## config.mk

```make
export PLATFORM = sky130hd
export DESIGN_NAME = gips_queue
export DESIGN_NICKNAME = d
export VERILOG_FILES = /design/src/hdl/assert_macros.svh /design/src/hdl/gips_pkg.sv /design/src/hdl/gips_queue.sv
export SDC_FILE = /design/constraint.sdc
export NUM_CORES = 1
export LEC_CHECK = 0
export ABC_AREA = 1
export BUFFER_PORTS_ARGS = -buffer_cell sky130_fd_sc_hd__buf_4
export CAP_MARGIN = 15
export CORE_ASPECT_RATIO = 0.6
export CORE_UTILIZATION = 40
export DETAILED_ROUTE_END_ITERATION = 8
export HOLD_SLACK_MARGIN = 0.06
export SYNTH_ARGS = -nofsm -noshare
export SYNTH_HDL_FRONTEND = slang
export SYNTH_SLANG_ARGS = --single-unit
```

## constraint.sdc

```tcl
create_clock -name clk -period 4.2 [get_ports clk]
set_input_delay 0.42 -clock clk [delete_from_list [all_inputs] [get_ports clk]]
set_output_delay 0.42 -clock clk [all_outputs]
set_load 0.05 [all_outputs]
```

## src/hdl/assert_macros.svh

```systemverilog
// Assertion macros shared by the segmenter RTL.
`ifndef ASSERT_MACROS_SVH
`define ASSERT_MACROS_SVH

// Check that cons holds in the same cycle as ante.
`define ASSERT_IMPLY(label, clk, rst, ante, cons, msg) \
  label: assert property (@(posedge clk) disable iff (rst) (ante) |-> (cons)) else $error(msg);

// Check that cons holds in the cycle after ante.
`define ASSERT_NEXT(label, clk, rst, ante, cons, msg) \
  label: assert property (@(posedge clk) disable iff (rst) (ante) |=> (cons)) else $error(msg);

`endif

```

## src/hdl/gips_pkg.sv

```systemverilog
// Shared constants, types and register codes of the green index palette segmenter.
`default_nettype none

package gips_pkg;

  // Palette geometry
  localparam int PALETTE_DEPTH = 256;
  localparam int PAL_AW        = $clog2(PALETTE_DEPTH);
  // Index compare width, wide enough for palette depths up to 4096
  localparam int IDX_W         = 13;

  // Datapath widths
  localparam int COMP_W  = 8;
  localparam int BIN_W   = 10;
  localparam int NUM_W   = 18;
  localparam int DEN_W   = 10;
  localparam int REM_W   = NUM_W + 1;
  localparam int COLOR_W = 24;
  localparam int ENTRY_W = 8;

  // Divider: one quotient bit per stage
  localparam int DIV_STAGES = BIN_W;

  // Front-to-back queue
  localparam int QUEUE_DEPTH = 4;
  localparam int QPTR_W      = $clog2(QUEUE_DEPTH);
  localparam int QCNT_W      = QPTR_W + 1;

  localparam logic [COMP_W-1:0] FULL_COMPONENT = 8'd255;

  // Register reset values
  localparam logic [9:0]  GRAIN_RST       = 10'd100;
  localparam logic [9:0]  LOW_BIN_RST     = 10'd0;
  localparam logic [10:0] HIGH_BIN_RST    = 11'd256;
  localparam logic        MASK_ENABLE_RST = 1'b0;

  typedef enum logic [1:0] {
    REG_GRAIN,
    REG_LOW_BIN,
    REG_HIGH_BIN,
    REG_MASK_ENABLE
  } reg_idx_t;

  typedef struct packed {
    logic [9:0]  grain;
    logic [9:0]  low_bin;
    logic [10:0] high_bin;
    logic        mask_enable;
  } cfg_t;

  // Classified request as held in the queue
  typedef struct packed {
    logic               write;
    logic               black;
    logic [NUM_W-1:0]   numer;
    logic [DEN_W-1:0]   denom;
    logic [ENTRY_W-1:0] entry_index;
    logic [COLOR_W-1:0] entry_color;
  } queue_item_t;

  typedef struct packed {
    logic              head_valid;
    logic              full;
    logic [QCNT_W-1:0] count;
  } q_stat_t;

  // One divider stage's contents
  typedef struct packed {
    logic               write;
    logic               black;
    logic [NUM_W-1:0]   rem;
    logic [BIN_W-1:0]   quo;
    logic [DEN_W-1:0]   denom;
    logic [ENTRY_W-1:0] entry_index;
    logic [COLOR_W-1:0] entry_color;
  } div_t;

endpackage

`default_nettype wire

```

## src/hdl/gips_queue.sv

```systemverilog
// Short queue between the front end and the back end.
`default_nettype none

module gips_queue
  import gips_pkg::*;
(
  input  wire logic        clk,
  input  wire logic        rst,
  input  wire logic        push,
  input  wire queue_item_t push_item,
  input  wire logic        pop,
  output queue_item_t      head,
  output q_stat_t          stat
);

  queue_item_t       slots [QUEUE_DEPTH];
  logic [QPTR_W-1:0] wptr;
  logic [QPTR_W-1:0] rptr;
  logic [QCNT_W-1:0] count;

  // Store the incoming request
  always_ff @(posedge clk) begin
    if (push) begin
      slots[wptr] <= push_item;
    end
  end

  // Advance pointers; depth is a power of two so they wrap on their own
  always_ff @(posedge clk) begin
    if (rst) begin
      wptr  <= '0;
      rptr  <= '0;
      count <= '0;
    end else begin
      if (push) begin
        wptr <= wptr + QPTR_W'(1);
      end
      if (pop) begin
        rptr <= rptr + QPTR_W'(1);
      end
      count <= count + QCNT_W'(push) - QCNT_W'(pop);
    end
  end

  assign head            = slots[rptr];
  assign stat.head_valid = (count != '0);
  assign stat.full       = (count == QCNT_W'(QUEUE_DEPTH));
  assign stat.count      = count;

endmodule

`default_nettype wire

```

# == Yosys cells after proc, flatten, opt, wreduce, memory -nomap -nowiden ==
# Memories as Yosys holds them, arrays and structs flattened. A register that Yosys moved wholly into a read port is not among the register bits.
# Index checks and enable logic that the tools add are counted.
# word_totals
register_bits,7
ramBits,248
word_cells,14
mem_count,1
# mem_list
name,words,word_bits,rd,rd_clocked_by_memory_dff,write_ports,line,source
slots,4,62,1,1,1,gips_queue.sv:16,queue_item_t slots [QUEUE_DEPTH];
# classes
add_sub_neg,4
eq_ne,1
muxes,4
reduce_logical,1
# op_table
cell,count
$add 2x1->2 const B,2
$mux 2,2
$add 3x1->3,1
$eq 3x3->1 const B,1
$reduce_bool 3->1,1
$sub 3x1->3,1
$mux 1,2

# == Longest topological paths before layout ==
# depth
ltp_word,3
mapped_depth,8

# == Worst setup path before layout ==
# No wires, ideal clock.
# synth_path
kind,register -> register
start,register wptr[0]
end,memory slots[2][0] (netlist bit) (enable)
setup_ns,0.416
arrival_time_ns,1.794
setup_slack_ns,1.989
stages_incl_launch_ff,5
path_buffers,0
period_less_slack_ns,2.211
path_cell_list,dfxtp_1 -> inv_1 -> ha_1 -> nand2_1 -> inv_1
# synth_lines
item,line,source
"start, declared",gips_queue.sv:17,logic [QPTR_W-1:0] wptr;
"start signal, assigned",gips_queue.sv:36,wptr <= wptr + QPTR_W'(1);
"end, declared",gips_queue.sv:16,
# Straight into the memory's write port.

==> impl_metrics.py <==
metrics = {
    "worst_setup_path": {
        "rr_worst_depth": 5,
        "slowest_delay_ns": 0.82,
        "crit_path_max_fanout": 71,
        "cpMostUsedCell": "buf_4",
        "crit_path_end_kind": "output port",
        "cp.required_ns": 3.78,
        "r2r-end": "slots[2][43]$_DFFE_PP_",
        "critical_path_arrival_ns": 2.42,
        "crit_type": "reg2out",
        "rr_startpoint": "wptr[0]$_SDFFE_PP0P_",
        "crit_chain": "buf_4 -> a21oi_1 -> o21ai_1 -> nand2_1 -> buf_4",
        "cpMaxStageDelayCell": "dfxtp_4",
        "r2r_slack_ns": 2.05,
        "critPathLaunchType": "register",
    },
    "finish": {
        "multi_input_area_mm2": 0.001752,
        "drive_above_1_share_pct": 19.72,
        "final_nets": 979,
        "n_antenna_cell": 0,
        "regArea_mm2": 0.007635,
        "area_delta_synth_final_pct": 18.95,
        "fillers": 2137,
    },
    "placement": {
        "place.port_buffers": 132,
        "post-dp-hpwl_um": 11100,
        "gp_congestion": 0.6949,
    },
    "sta": {
        "fmax_mhz": 351.6,
        "setup_violations": 0,
        "fin_skew_ns": 0.007442,
        "fin_tns_setup_ns": 0,
        "worst_pin_slew_ns": 1.010,
        "hold_viol": 0,
        "whs_ns": 0.09613,
        "post-route-period-util_pct": 67.72,
        "rsz0062_at_grt": "false",
        "period_needed_ns": 2.844,
        "relSlewSlack_pct": 32.68,
        "drv_slew": 0,
    },
    "worst_hold_path": {
        "hold_path_depth": 1,
        "holdPathEnd": "slots[0][15]$_DFFE_PP_",
        "min_path_type": "in2reg",
        "hp-start": "push_item[15]",
    },
    "logic_synthesis": {
        "synth_area_leaders": "edfxtp_1 (73%), inv_1 (5.1%), nand2_1 (4.8%), o211ai_1 (4.5%), a21oi_1 (3.3%)",
        "synth_edf_count": 248,
        "syn_inst": 780,
        "synth_seq_area_share_pct": 74.50,
        "yosys.area.top_type_share_pct": 72.74,
        "ys_warn_count": 0,
        "synth.most_common_cell": "edfxtp_1",
        "syn_avg_cell_area_um2": 13.13,
        "synth_common_cells": "edfxtp_1 (248), inv_1 (140), nand2_1 (132)",
        "syn_nets": 853,
        "yosysTopAreaCell": "edfxtp_1",
        "netlist_area_mm2": 0.01024,
        "ys_seq_elements": 257,
        "synth-main-ff-cell": "edfxtp_1",
        "ys_async_sr_fraction_pct": 0,
        "post_synth_num_cell_types": 16,
    },
    "die": {
        "core_area_mm2": 0.02466,
        "initial_core_util_pct": 41.51,
        "die_w_um": 208.5,
        "die_h_um": 125.9,
        "core.rowCount": 44,
        "die-area_mm2": 0.02626,
        "ios": 133,
    },
    "routing": {
        "drt-total-wl_um": 19540,
        "drc": 0,
        "via_per_inst": 4.654,
        "drt_pre_antenna_iters": 4,
        "num_vias": 5794,
        "ant_nets": 0,
        "avgRoutedWirePerCell_um": 15.69,
        "detail_route.iter0.violations": 303,
    },
    "clock_tree": {
        "cts.path.max_buffers": 3,
        "cts_setup_buffers": 0,
        "root_buffer": "clkbuf_16",
        "cts_buffers": 24,
        "clock_sinks": 257,
        "tritoncts": "yes",
        "clk_latency_ns": 0.52,
        "h-tree-depth": 1,
        "clkTransAtPathRegs_ns": 0.06,
    },
    "power": {
        "irDropWorstVdd_mv": 0.2946,
        "power.density_mw_per_mm2": 497.7,
        "p_leak_uw": 0.004754,
    },
    "global_route": {
        "grt_overflow": 0,
        "track_usage_pct": 15.11,
        "grt_max_degree": 93,
        "antenna_found_initial": 0,
        "grt_pass1_vias": 5577,
        "grt_pass1_wl_um": 30710,
    },
    "flow_run": {
        "drv_cap": 0,
    },
    "status": {
        "status": "complete, no violations",
    },
}
## flip-flops by register name, indices dropped and copies added, names as in the netlist, named ones only
signal and flops:
slots 248, wptr 2, count 3, rptr 2
## report_power, final
group	switching, uW	total (uW)	leakage [uW]	internal (uW)
registers	57.2	2990	0.00235	2930
clock network	909	2170	0.000385	1270
logic	638	897	0.00201	259
total	1600	6060	0.00475	4460
## cells in the final DEF, fill, tap and decap left out
cell type	count
dfxtp_1	7
dlygate4sd3_1	1
dfxtp_4	2
o211ai_1	62
a21oi_1	68
fa_1	1
nor2_1	4
clkinvlp_4	1
buf_4	140
inv_2	4
o21ai_1	51
clkbuf_1	3
clkinv_1	5
edfxtp_1	248
inv_1	136
buf_12	1
clkbuf_16	25
ha_1	6
bufinv_16	3
nand2_1	132
nand3_1	2
o21ai_0	15
clkinv_2	6
## per-stage QoR
| step | std cells | setup WS (ns) | utilization [%] | cell area, um2 | power (uW) |
|---|---|---|---|---|---|
| global route | 1245 | 1.133 | 49.38 | 12180 | 6298 |
| global placement | 1201 | 1.909 | 46.16 | 11390 | 3944 |
| floorplan | 780 | 1.989 | - | 10240 | 3660 |
| finish | 1245 | 1.356 | 49.38 | 12180 | 6061 |
| detailed placement | 1201 | 1.868 | 46.16 | 11390 | 3953 |
| CTS | 1245 | 1.305 | 49.38 | 12180 | 6133 |
## how the worst max path moves through the flow
stage	start	to	slack (ns)	cells past startpoint
global route	register	head[40]	1.13	5
CTS	register	head[49]	1.31	5
detailed placement	register	head[49]	1.87	5
global placement	register	head[51]	1.91	5
finish	register	head[49]	1.36	5
floorplan	wptr[0]$_SDFFE_PP0P_	slots[2][0]$_DFFE_PP_	1.99	4
## routing by layer
metal,track usage [%],part of all wire [%],up-vias
met5,0,0,-
met2,22.86,44,122
li1,-,-,2954
met4,3.936,2.0,0
met3,3.741,5.6,35
met1,21.83,49,2683
## worst max-delay path: cells and delay by family (launching register included)
family / cells / cell delay (ns)
compound gates: 2 / 0.24
simple gates: 1 / 0.10
buf+inv: 2 / 0.72
flops: 1 / 0.82
## timing repair
item | 4_1_cts | 5_1_grt
endpoints found under the hold margin | 2 | 0
hold buffers | 1 | 0
resized for setup | 0 | 0
## logic make-up after synthesis
logic type | share of synthesized area [%]
flip-flops | 74.50
AO/OA/AOI/OAI | 11.10
buffers and inverters | 8.395
AND/OR/NAND/NOR | 5.084
adder cells (fa/ha/maj) | 0.9287
## cell type report
class	instances	area share, %
sequential	257	62.69
tap	322	3.308
clock buffer	28	5.229
inverter	140	4.315
timing repair buffer	142	8.876
multi-input combinational	341	14.38
clock inverter	15	1.202
No activity file was read; power rests on OpenSTA's default activity.
