## config.mk

```make
export PLATFORM = sky130hd
export DESIGN_NAME = gips_front
export DESIGN_NICKNAME = d
export VERILOG_FILES = /design/src/hdl/assert_macros.svh /design/src/hdl/gips_pkg.sv /design/src/hdl/gips_front.sv
export SDC_FILE = /design/constraint.sdc
export NUM_CORES = 1
export LEC_CHECK = 0
export BUFFER_PORTS_ARGS = -buffer_cell sky130_fd_sc_hd__buf_2
export CORE_MARGIN = 2
export CORE_UTILIZATION = 45
export DETAILED_ROUTE_END_ITERATION = 6
export PLACE_DENSITY = 0.85
export SYNTH_ARGS = -nofsm -noshare
export SYNTH_HDL_FRONTEND = slang
export SYNTH_SLANG_ARGS = --single-unit
```

## constraint.sdc

```tcl
create_clock -name vclk -period 6.5
set_input_delay 0.975 -clock vclk [all_inputs]
set_output_delay 0.975 -clock vclk [all_outputs]
set_load 0.01 [all_outputs]
```

## src/hdl/assert_macros.svh

```systemverilog
// Assertion macros shared by the segmenter RTL.
`ifndef ASSERT_MACROS_SVH
`define ASSERT_MACROS_SVH

// Check that cons holds in the same cycle as ante.
`define ASSERT_IMPLY(label, clk, rst, ante, cons, msg) \
  label: assert property (@(posedge clk) disable iff (rst) (ante) |-> (cons)) else $error(msg);

// Check that cons holds in the cycle after ante.
`define ASSERT_NEXT(label, clk, rst, ante, cons, msg) \
  label: assert property (@(posedge clk) disable iff (rst) (ante) |=> (cons)) else $error(msg);

`endif

```

## src/hdl/gips_pkg.sv

```systemverilog
// Shared constants, types and register codes of the green index palette segmenter.
`default_nettype none

package gips_pkg;

  // Palette geometry
  localparam int PALETTE_DEPTH = 256;
  localparam int PAL_AW        = $clog2(PALETTE_DEPTH);
  // Index compare width, wide enough for palette depths up to 4096
  localparam int IDX_W         = 13;

  // Datapath widths
  localparam int COMP_W  = 8;
  localparam int BIN_W   = 10;
  localparam int NUM_W   = 18;
  localparam int DEN_W   = 10;
  localparam int REM_W   = NUM_W + 1;
  localparam int COLOR_W = 24;
  localparam int ENTRY_W = 8;

  // Divider: one quotient bit per stage
  localparam int DIV_STAGES = BIN_W;

  // Front-to-back queue
  localparam int QUEUE_DEPTH = 4;
  localparam int QPTR_W      = $clog2(QUEUE_DEPTH);
  localparam int QCNT_W      = QPTR_W + 1;

  localparam logic [COMP_W-1:0] FULL_COMPONENT = 8'd255;

  // Register reset values
  localparam logic [9:0]  GRAIN_RST       = 10'd100;
  localparam logic [9:0]  LOW_BIN_RST     = 10'd0;
  localparam logic [10:0] HIGH_BIN_RST    = 11'd256;
  localparam logic        MASK_ENABLE_RST = 1'b0;

  typedef enum logic [1:0] {
    REG_GRAIN,
    REG_LOW_BIN,
    REG_HIGH_BIN,
    REG_MASK_ENABLE
  } reg_idx_t;

  typedef struct packed {
    logic [9:0]  grain;
    logic [9:0]  low_bin;
    logic [10:0] high_bin;
    logic        mask_enable;
  } cfg_t;

  // Classified request as held in the queue
  typedef struct packed {
    logic               write;
    logic               black;
    logic [NUM_W-1:0]   numer;
    logic [DEN_W-1:0]   denom;
    logic [ENTRY_W-1:0] entry_index;
    logic [COLOR_W-1:0] entry_color;
  } queue_item_t;

  typedef struct packed {
    logic              head_valid;
    logic              full;
    logic [QCNT_W-1:0] count;
  } q_stat_t;

  // One divider stage's contents
  typedef struct packed {
    logic               write;
    logic               black;
    logic [NUM_W-1:0]   rem;
    logic [BIN_W-1:0]   quo;
    logic [DEN_W-1:0]   denom;
    logic [ENTRY_W-1:0] entry_index;
    logic [COLOR_W-1:0] entry_color;
  } div_t;

endpackage

`default_nettype wire

```

## src/hdl/gips_front.sv

```systemverilog
// Front end: classify a request and form the division operands.
`default_nettype none

module gips_front
  import gips_pkg::*;
(
  input  wire logic               kind,
  input  wire logic [COMP_W-1:0]  red,
  input  wire logic [COMP_W-1:0]  green,
  input  wire logic [COMP_W-1:0]  blue,
  input  wire logic [COMP_W-1:0]  mask_red,
  input  wire logic [COMP_W-1:0]  mask_green,
  input  wire logic [COMP_W-1:0]  mask_blue,
  input  wire logic [ENTRY_W-1:0] entry_index,
  input  wire logic [COLOR_W-1:0] entry_color,
  input  wire cfg_t               cfg,
  output queue_item_t             item
);

  logic             mask_white;
  logic             masked;
  logic [DEN_W-1:0] sum;

  // With masking enabled, drop the pixel to black unless the mask pixel is pure white
  assign mask_white = (mask_red == FULL_COMPONENT) && (mask_green == FULL_COMPONENT) &&
                      (mask_blue == FULL_COMPONENT);
  assign masked     = cfg.mask_enable && !mask_white;

  assign sum = DEN_W'(red) + DEN_W'(green) + DEN_W'(blue);

  // Build the queued request; the product is registered by the queue
  assign item.write       = kind;
  assign item.black       = masked || (sum == '0);
  assign item.numer       = NUM_W'(green) * NUM_W'(cfg.grain);
  assign item.denom       = sum;
  assign item.entry_index = entry_index;
  assign item.entry_color = entry_color;

endmodule

`default_nettype wire

```

# Yosys cells after proc, flatten, opt, wreduce, memory -nomap -nowiden
# Cells that the tools add are included.
[totals]
ff_bits = 0
[op_classes]
eq_ne = 3
n_addsub = 2
mul = 1
n_reduce_logical = 6
[ops]
columns = ["op", "n"]
rows = [
  ["$eq A8 B8 Y1 const B", 3],
  ["$mul A8 B10 Y18", 1],
  ["$add A9 B8 Y10", 1],
  ["$logic_not A10 Y1", 1],
  ["$add A8 B8 Y9", 1],
  ["$logic_and A1 B1 Y1", 3],
  ["$logic_not A1 Y1", 1],
  ["$logic_or A1 B1 Y1", 1],
]

# Longest topological paths before layout
[depth]
depth_word = 6
ltp_mapped = 16

# Worst setup path before layout
# OpenSTA, ideal clock, no wires.
[synth_path]
path_kind = "input-to-output"
startpoint = "input green[7]"
endpoint = "output item[58] (netlist bit)"
t_required_ps = 5525
slack_ps = 845
stages = 14
arrival_time_ps = 4680
path_cell_list = "nand2_1 > fa_1 > fa_1 > inv_1 > fa_1 > inv_1 > fa_1 > inv_1 > ha_1 > o21a_1 > a211oi_2 > o21ai_1 > nor4bb_1 > a211o_1"
[synth_rtl]
columns = ["element", "line_no", "text"]
rows = [
  ["start, declared", "gips_front.sv:9", "input wire logic [COMP_W-1:0] green,"],
  ["end, declared", "gips_front.sv:17", "output queue_item_t item"],
]

==> tab_implementation.tex <==
\begin{tabular}{lr}
\hline
Metric & Value \\
\hline
\multicolumn{2}{l}{\textbf{Outcome}} \\
\quad Status & completed \\
\multicolumn{2}{l}{\textbf{Clocking}} \\
\quad Cts-stage hold buffer count & 0 \\
\quad Post-CTS setup-driven buffer insertion count & 0 \\
\quad Number of instances resized during post-cts repair & 0 \\
\multicolumn{2}{l}{\textbf{Power and ir drop}} \\
\quad Sequential fraction of design power & 0\% \\
\quad Portion of total power attributed to combinational logic & 100.0\% \\
\quad Switching component of the power & 0.582 mW \\
\quad Switching Share & between 50\% and 60\% \\
\quad Part of the power in the clock network & 0\% \\
\quad Leak Pwr & between 1.5 and 2 nW \\
\quad Total power density per cell area & 277 mW/mm2 \\
\quad Peak ir drop on the vdd network & between 100 and 150 uV \\
\quad Internal power & $\sim$0.46 mW \\
\multicolumn{2}{l}{\textbf{Routing}} \\
\quad Initial DRC Count & 75 \\
\quad Drt total wl & 7.43 mm \\
\quad First-pass detailed-route iteration total & 4 \\
\quad Drt via density & 5.29 \\
\quad Overall via count from detail\_route & between 2000 and 3000 \\
\quad Residual DRC count & 0 \\
\quad Antenna Violating Nets Remaining & 0 \\
\quad Post-detailed-route wirelength per cell & approximately 13 um \\
\multicolumn{2}{l}{\textbf{Final layout}} \\
\quad Clkbuf count & 0 \\
\quad Num sequential & 0 \\
\quad Final non-filler cell total & 553 \\
\quad P\&R area growth vs syn & 9.48\% \\
\quad Final-stage net count & $\sim$670 \\
\quad Most used cells in the layout excluding fill and tap cells & buf\_2, inv\_1, and2\_1, fa\_1, ha\_1 \\
\quad Fill cell count & about 710 \\
\quad Register cell area after layout & 0 um2 \\
\quad Antenna cells & 0 \\
\quad Most common library cell in the layout ignoring fill and taps & buf\_2 \\
\quad Share of layout cells above drive strength 1 & a little over a fifth \\
\multicolumn{2}{l}{\textbf{Die}} \\
\quad Die outline width & about 91 um \\
\quad Height of the die & roughly 91 um \\
\quad Count of boundary I/O pins & $\sim$180 \\
\quad Area of the core region & 0.00729 mm2 \\
\quad Initial cell density of the core & 46.9\% \\
\quad Die Area & slightly above 0.008 mm2 \\
\quad Cell row count & 31 \\
\multicolumn{2}{l}{\textbf{STA}} \\
\quad Final hold violation count & 0 \\
\quad Tcrit/Tclk final & a little over nine tenths \\
\quad Unrepaired setup endpoints after global routing & no \\
\quad Endpoints failing setup & 0 \\
\quad Fmax & about 0.16 GHz \\
\quad Aggregate negative setup slack & 0 ps \\
\quad Headroom to the max-slew limit & between 70\% and 80\% \\
\quad Fin. max-slew vios & 0 \\
\quad Period minus WS final & around 6200 ps \\
\quad Actual slew at the worst max-slew pin & about 440 ps \\
\multicolumn{2}{l}{\textbf{Critical path}} \\
\quad Crit path required time & about 5500 ps \\
\quad Category of the worst setup path capture point & output port \\
\quad Critical path destination & item[58] \\
\quad Critical path data arrival time & 5190 ps \\
\quad Start-to-end type of the worst setup path & input pin to output port \\
\quad Start point of the critical path & green[7] \\
\quad Critical path peak fanout & 11 \\
\quad Startpoint Class & input pin \\
\multicolumn{2}{l}{\textbf{Global route}} \\
\quad GRT Total Usage & roughly a fifth \\
\quad Largest net degree at the start of global routing & 12 \\
\quad Via count of the first global-routing pass & roughly 3100 \\
\quad Leftover overflow at the end of global routing & 0 \\
\quad Antenna violations before repair & 0 \\
\quad First-pass GRT wire length & roughly 13 mm \\
\multicolumn{2}{l}{\textbf{Synth}} \\
\quad Mapped cell area & between 0.003 and 0.004 mm2 \\
\quad Post-Synthesis Cells & about 400 \\
\quad Sequential fraction of the synthesis area & 0\% \\
\quad Share of the synthesized area in the top cell type & between 30 and 40\% \\
\quad Synthesized Nets & 613 \\
\quad Number of distinct library cells after synthesis & between 40 and 50 \\
\quad Synth Area per Inst & between 8 and 9 um2 \\
\quad Synth top area cells & fa\_1, ha\_1, and2\_1, inv\_1, buf\_4 \\
\quad Post-synth top area cell & fa\_1 \\
\quad Number of warning messages in the yosys log & 0 \\
\multicolumn{2}{l}{\textbf{Place}} \\
\quad Placed Instances & approximately 550 \\
\quad Port buffer count & between 80 and 90 \\
\quad Placer's final routability congestion estimate & 0.838 \\
\quad Detailed placer's ending HPWL & 6.45 mm \\
\multicolumn{2}{l}{\textbf{Min path}} \\
\quad Min-Delay Path Class & input pin to output port \\
\multicolumn{2}{l}{\textbf{Job}} \\
\quad Number of maximum-capacitance constraint violations & 0 \\
\hline
\end{tabular}
per-layer routing:
metal | wire length (um) | GRT usage [%] | vias up
li1 | - | - | 1363
met1 | 3010 | 22.8 | 1448
met2 | 3940 | 37.9 | 88
met3 | 372 | 0.913 | 26
met4 | 111 | 3.28 | 0
met5 | 0 | 0 | -
cell usage after synthesis (2+ instances only):
master    instances
nor2_1           17
o31ai_1           2
ha_1             45
a21o_1            4
nand2b_1          3
nand3_1           2
a211o_1           2
inv_1            67
o21a_1            5
nor2b_1           3
o21ai_1           6
a211oi_1          2
nand4_1           6
and2_1           58
a211oi_2          3
xnor2_1           7
fa_1             57
nor3_1            3
buf_4            33
xor2_1            7
nand2_1          27
a21oi_1          12
o21ai_0           6
o21ai_2           2
or4_1             2
worst min-delay path by stage:
| stage | endpoint | depth (start not counted) | startpoint |
|---|---|---|---|
| 2_1_floorplan | item[0] | 1 | entry_color[0] |
| 3_3_place_gp | item[14] | 0 | entry_color[14] |
| 3_5_place_dp | item[14] | 0 | entry_color[14] |
| 4_1_cts | item[14] | 0 | entry_color[14] |
| 5_1_grt | item[18] | 0 | entry_color[18] |
| 6_report | item[0] | 0 | entry_color[0] |
kinds of logic after synthesis:
family | count (synthesis) | synth area share [%]
compound gates | 56 | 11.8
xor+xnor | 14 | 3.59
fa+ha+maj | 102 | 49.8
buf+inv | 100 | 14.6
simple gates | 126 | 20.2
critical path, cell delays in order:
cell      delay, ps
buf_2           200
nand2_1         110
fa_1            510
fa_1            560
inv_1            70
fa_1            530
inv_1            50
fa_1            520
inv_1            50
ha_1            370
o21a_1          240
a211oi_2        290
o21ai_1         180
nor4bb_1        290
a211o_1         130
buf_2           120
cell type report:
type | instances | area, um2 | area share (%)
multi-input combinational | 298 | 2920 | 78.0
timing repair buffer | 89 | 448 | 12.0
inverter | 67 | 251 | 6.72
tap | 99 | 124 | 3.31
metrics by stage:
stage               setup slack [ps]  instance area [um2]  total power, mW  util, %  hold slack, ps
floorplan                        845                 3420            0.751        -            2040
detailed placement               324                 3740             1.05     51.3            1950
CTS                              317                 3740             1.05     51.3            1950
global placement                 413                 3740             1.01     51.3            1950
finish                           333                 3740             1.04     51.3            1950
global route                    42.1                 3740             1.19     51.3            1950
power groups by stage:
stage                     sequential, mW  clock [mW]  combinational [mW]
after detailed placement               0           0                1.05
final                                  0           0                1.04
after CTS                              0           0                1.05
after global routing                   0           0                1.19
after floorplan                        0           0               0.751
after global placement                 0           0                1.01
No activity file was read; power rests on OpenSTA's default activity.
